File: src/rtl/slp_pkg.sv
// ----------------------------------------------------------------------------
// slp_pkg
// Shared types and constants for the special-leaf prime sum block.
// ----------------------------------------------------------------------------
`default_nettype none

package slp_pkg;

	// table and sieve sizes
	localparam int TABLE_DEPTH = 2048;
	localparam int TABLE_AW    = $clog2(TABLE_DEPTH);
	localparam int SIEVE_DEPTH = 1048576;
	localparam int SIEVE_AW    = $clog2(SIEVE_DEPTH);

	// operand widths
	localparam int X_W   = 41;
	localparam int Y_W   = 11;
	localparam int C_W   = 4;
	localparam int P_W   = 12;
	localparam int DEN_W = P_W + Y_W;
	localparam int SUM_W = 64;

	// operation codes
	typedef enum logic [1:0] {
		OP_LOAD_PRIME  = 2'd0,
		OP_LOAD_FACTOR = 2'd1,
		OP_COMPUTE     = 2'd2,
		OP_NONE        = 2'd3
	} op_t;

	// register indexes
	localparam logic [1:0] REG_UPPER_BOUND = 2'd0;
	localparam logic [1:0] REG_LEAF_LIMIT  = 2'd1;
	localparam logic [1:0] REG_PRESIEVED   = 2'd2;

	// moebius codes
	localparam logic [1:0] MU_ZERO = 2'b00;
	localparam logic [1:0] MU_POS  = 2'b01;
	localparam logic [1:0] MU_NEG2 = 2'b10;
	localparam logic [1:0] MU_NEG  = 2'b11;

	// divider request
	typedef struct packed {
		logic             start;
		logic [X_W-1:0]   num;
		logic [DEN_W-1:0] den;
	} div_req_t;

	// divider response
	typedef struct packed {
		logic           done;
		logic [X_W-1:0] quot;
	} div_rsp_t;

endpackage

`default_nettype wire

File: src/rtl/slp_div.sv
// ----------------------------------------------------------------------------
// slp_div
// Restoring divider, one quotient bit per cycle, shared by the sequencer.
// ----------------------------------------------------------------------------
`default_nettype none

module slp_div import slp_pkg::*; (
	input  wire logic     clk,
	input  wire logic     arst_n,
	input  wire div_req_t req,
	output div_rsp_t      rsp
);

	localparam int CNT_W = $clog2(X_W + 1);

	logic [X_W-1:0]   quot_q;
	logic [DEN_W-1:0] rem_q;
	logic [CNT_W-1:0] cnt_q;
	logic             run_q;
	logic             done_q;
	logic [DEN_W:0]   trial;
	logic             qbit;
	logic [DEN_W-1:0] rem_next;

	// one trial subtraction
	always_comb begin
		trial = {rem_q, quot_q[X_W-1]};
		qbit  = (trial >= {1'b0, req.den});
		if (qbit) begin
			rem_next = DEN_W'(trial - {1'b0, req.den});
		end else begin
			rem_next = trial[DEN_W-1:0];
		end
	end

	// control
	always_ff @(posedge clk or negedge arst_n) begin
		if (!arst_n) begin
			run_q  <= 1'b0;
			done_q <= 1'b0;
			cnt_q  <= '0;
		end else begin
			done_q <= 1'b0;
			if (req.start) begin
				run_q <= 1'b1;
				cnt_q <= CNT_W'(X_W);
			end else if (run_q) begin
				cnt_q <= cnt_q - 1'b1;
				if (cnt_q == CNT_W'(1)) begin
					run_q  <= 1'b0;
					done_q <= 1'b1;
				end
			end
		end
	end

	// datapath
	always_ff @(posedge clk) begin
		if (req.start) begin
			quot_q <= req.num;
			rem_q  <= '0;
		end else if (run_q) begin
			quot_q <= {quot_q[X_W-2:0], qbit};
			rem_q  <= rem_next;
		end
	end

	assign rsp = {done_q, quot_q};

endmodule

`default_nettype wire

File: config.mk
export PLATFORM = sky130hd
export DESIGN_NAME = slp_div
export DESIGN_NICKNAME = d
export VERILOG_FILES = /design/src/rtl/slp_pkg.sv /design/src/rtl/slp_div.sv
export SDC_FILE = /design/constraint.sdc
export NUM_CORES = 1
export LEC_CHECK = 0
export ABC_AREA = 1
export BUFFER_PORTS_ARGS = -buffer_cell sky130_fd_sc_hd__buf_2
export CELL_PAD_IN_SITES_DETAIL_PLACEMENT = 1
export CELL_PAD_IN_SITES_GLOBAL_PLACEMENT = 2
export CORE_ASPECT_RATIO = 1.1
export CORE_MARGIN = 2
export CORE_UTILIZATION = 29
export CTS_CLUSTER_SIZE = 10
export DETAILED_ROUTE_END_ITERATION = 16
export PLACE_DENSITY = 0.83
export SYNTH_ARGS = -nofsm -noshare
export SYNTH_HDL_FRONTEND = slang
export SYNTH_SLANG_ARGS = --single-unit
File: constraint.sdc
create_clock -name clk -period 2.58 [get_ports clk]
set_clock_uncertainty 0.05 [all_clocks]
set_input_delay 0.258 -clock clk [delete_from_list [all_inputs] [get_ports clk]]
set_output_delay 0.258 -clock clk [all_outputs]
set_load 0.05 [all_outputs]
==> flow_summary.toml <==
[placement]
placed_cells = 1035
dpl.hpwl_um = 11000
port-buffer-count = 108
globalplace.congestion = 0.843
post_dp_cell_area_mm2 = 0.00562

[route]
ant_nets = 0
routed_wirelength_um = 14100
drt_pass1_iterations = 4
drt-vias-per-instance = 4.48
drt_iter0_markers = 137
wl_per_cell_um = 13.4
drc_errors = 0
num_vias = 4712

[grt]
grtUsageMet3_pct = 3.46
grt_max_degree = 43
grt_pass1_wl_um = 23900
grt_util_all_layers_pct = 16.7
grt_overflow = 0
top_usage_layer = "met2"
grtUsageMet2_pct = 29.1
use_met1_pct = 20.2
antenna_found_initial = 1
grt_pass1_vias = 5017

[timing]
setup_viol = 0
timing.fmax_ghz = 0.449
tns_ps = 0
post-route-period-util_pct = 86.3
max-slew-margin-rel_pct = 42.8
hold_slack_ps = 127
tightest_slew_ps = 857
min_period_ps = 2230
maxSlewViolCount = 0
rsz0062_at_grt = "false"
finalHoldViolations = 0

[cells_and_area]
final_cell_mix = "nand2_1, buf_2, inv_1, nor2_1, edfxtp_1"
layout_commonest_cell = "nand2_1"
num_antenna_cells = 0
fin_cells = 1052
fin_area_mm2 = 0.00592
nFillCells = 2159
final_nets = 936
drive_above_1_share_pct = 16.6
area_growth_pct = 22.5

[critical_path]
critical_path_buf_inv_count = 3
setup.worst_path.class = "reg -> reg"
crit_arrival_ps = 2470
critPathMaxFanout = 17
critical-path-slowest-cell = "fa_1"
r2r_start = "quot_q[40]"
rr_endpoint = "rem_q[8]"
cp-start-kind = "register"
required_ps = 2830
cp_common_cell = "nand2_1"
r2r_cells = 15
critical_path.top_delay_family = "simple AND/OR/NAND/NOR gates"
r2r_setup_slack_ps = 350
endpoint_kind = "register"
path_cells = "inv_1, ha_1, fa_1, inv_1, nand2_1, nand2_1, nand3_1, nand2_2, nand2_1, nand4_2, buf_4, nor2_1, nor2_1, nand2_1, nand2_1"
crit_path_max_incr_delay_ps = 410

[power]
p_leak_nw = 3.26
powerDensity_mw_per_mm2 = 974
power.total_mw = 5.76
ir_drop_mv = 0.506

[synth]
avgSynthCellArea_um2 = 6.61
synth_nets = 824
synthAdderAreaFrac_pct = 6.89
synth-seq-cells = 72
synthDistinctLibCells = 30
netlist_area_mm2 = 0.00483
synth_top_family_by_area = "simple AND/OR/NAND/NOR gates"
synthMuxAreaShare_pct = 0
synth_ff_type = "edfxtp_1"
synth_seq_area_share_pct = 39.2
ys_async_sr_fraction_pct = 11.1
synth_enable_flop_cells = 41
synth_compound_area_share_pct = 3.44
yosys_warnings = 0
synthSimpleGateAreaFrac_pct = 38.6
synth_cells = 731
synthXorXnorAreaFrac_pct = 2.18

[cts]
clk_pin_slew_ps = 70
postCtsSetupRepairBufs = 0
htree_levels = 3
cts_sinks = 72
post_cts_resized = 0
cts_buffers = 9
clock_latency_ps = 350
clk_path_buf_depth = 2
cts-root-buf = "clkbuf_16"
postCtsHoldBufs = 1
cts_tree = "done"

[floorplan]
start_util_pct = 29.6
dieWidth_um = 127
io_pins = 109
die_h_um = 139
dieArea_mm2 = 0.0177
core_mm2 = 0.0163
num_rows = 49

[worst_hold_path]
holdCritPathClass = "in -> reg"
min-delay-start = "req[45]"
whs_endpoint = "quot_q[22]"
whs_path_depth = 3

[job]
cap_violations = 0

[run_status]
status = "finished clean"
power breakdown:
group	internal, mW	total, mW	switching (mW)	leakage (nW)
registers	1.46	1.64	0.176	0.734
clock network	0.669	1.26	0.590	0.135
logic	0.996	2.86	1.87	2.39
total	3.13	5.76	2.63	3.26
cells in the mapped netlist, types with 2 or more instances:
library cell    n  share of area (%)
edfxtp_1       41                 25
buf_4           3               0.47
o21ai_0         8               0.83
nand3b_1        2               0.31
xor2_1          2               0.36
a21oi_1        18                1.9
and2_1          2               0.26
buf_6           2               0.47
xnor2_1        10                1.8
nand4_1         4               0.52
dfxtp_1        23                9.5
dfrtp_1         8                4.1
o21bai_1        4               0.62
ha_1           25                6.5
nor2_1         79                6.1
nand3_1        27                2.8
nor2_2          2               0.26
nand2_1       345                 27
inv_1          98                7.6
clkbuf_1       13                1.0
nor3_1          6               0.62
worst register-to-register path, delay by kind of cell, from the launching register on:
family        cells  cell delay [ps]
simple gates     10              780
flops             1              360
fa+ha+maj         2              610
buf+inv           3              380
per-layer routing:
metal	vias up	wire, um
li1	2466	-
met1	2145	6340
met2	86	6870
met3	15	646
met4	0	244
met5	-	0
through the flow:
stage,utilization [%],worst slack [ps]
floorplan,-,156
global placement,34.5,402
detailed placement,34.5,348
CTS,36.3,315
global route,36.3,87.0
finish,36.3,354
state kept, by name, summed over array words and instances, names as in the netlist:
name	count
rem_q	23
quot_q	41
run_q	1
done_q	1
cnt_q	6
worst max-delay path by stage:
| stage | start | endpoint | slack, ps | depth (start not counted) |
|---|---|---|---|---|
| floorplan | quot_q[40] | rem_q[21] | 160 | 15 |
| global route | quot_q[40] | rem_q[5] | 90 | 15 |
| detailed placement | quot_q[40] | rem_q[20] | 350 | 14 |
| finish | quot_q[40] | rem_q[8] | 350 | 15 |
| CTS | quot_q[40] | rem_q[5] | 320 | 15 |
| global placement | req[0] | rem_q[20] | 400 | 14 |
cell type report:
type                       instances  area (um2)  share of cell area (%)
multi-input combinational        541        2470                    41.7
sequential                        72        1890                    32.0
timing repair buffer             120         646                    10.9
inverter                          99         372                    6.28
tap                              204         255                    4.31
clock buffer                       9         225                    3.80
clock inverter                     7        61.3                    1.04
cells by family (layout without fill, tap and decap cells):
group / count (synthesis) / count (layout)
AND/OR/NAND/NOR: 472 / 472
buffers and inverters: 118 / 235
flip-flops: 72 / 72
AO/OA/AOI/OAI: 31 / 31
adder cells (fa/ha/maj): 26 / 26
XOR/XNOR: 12 / 12
(Power assumes the default switching activity.)
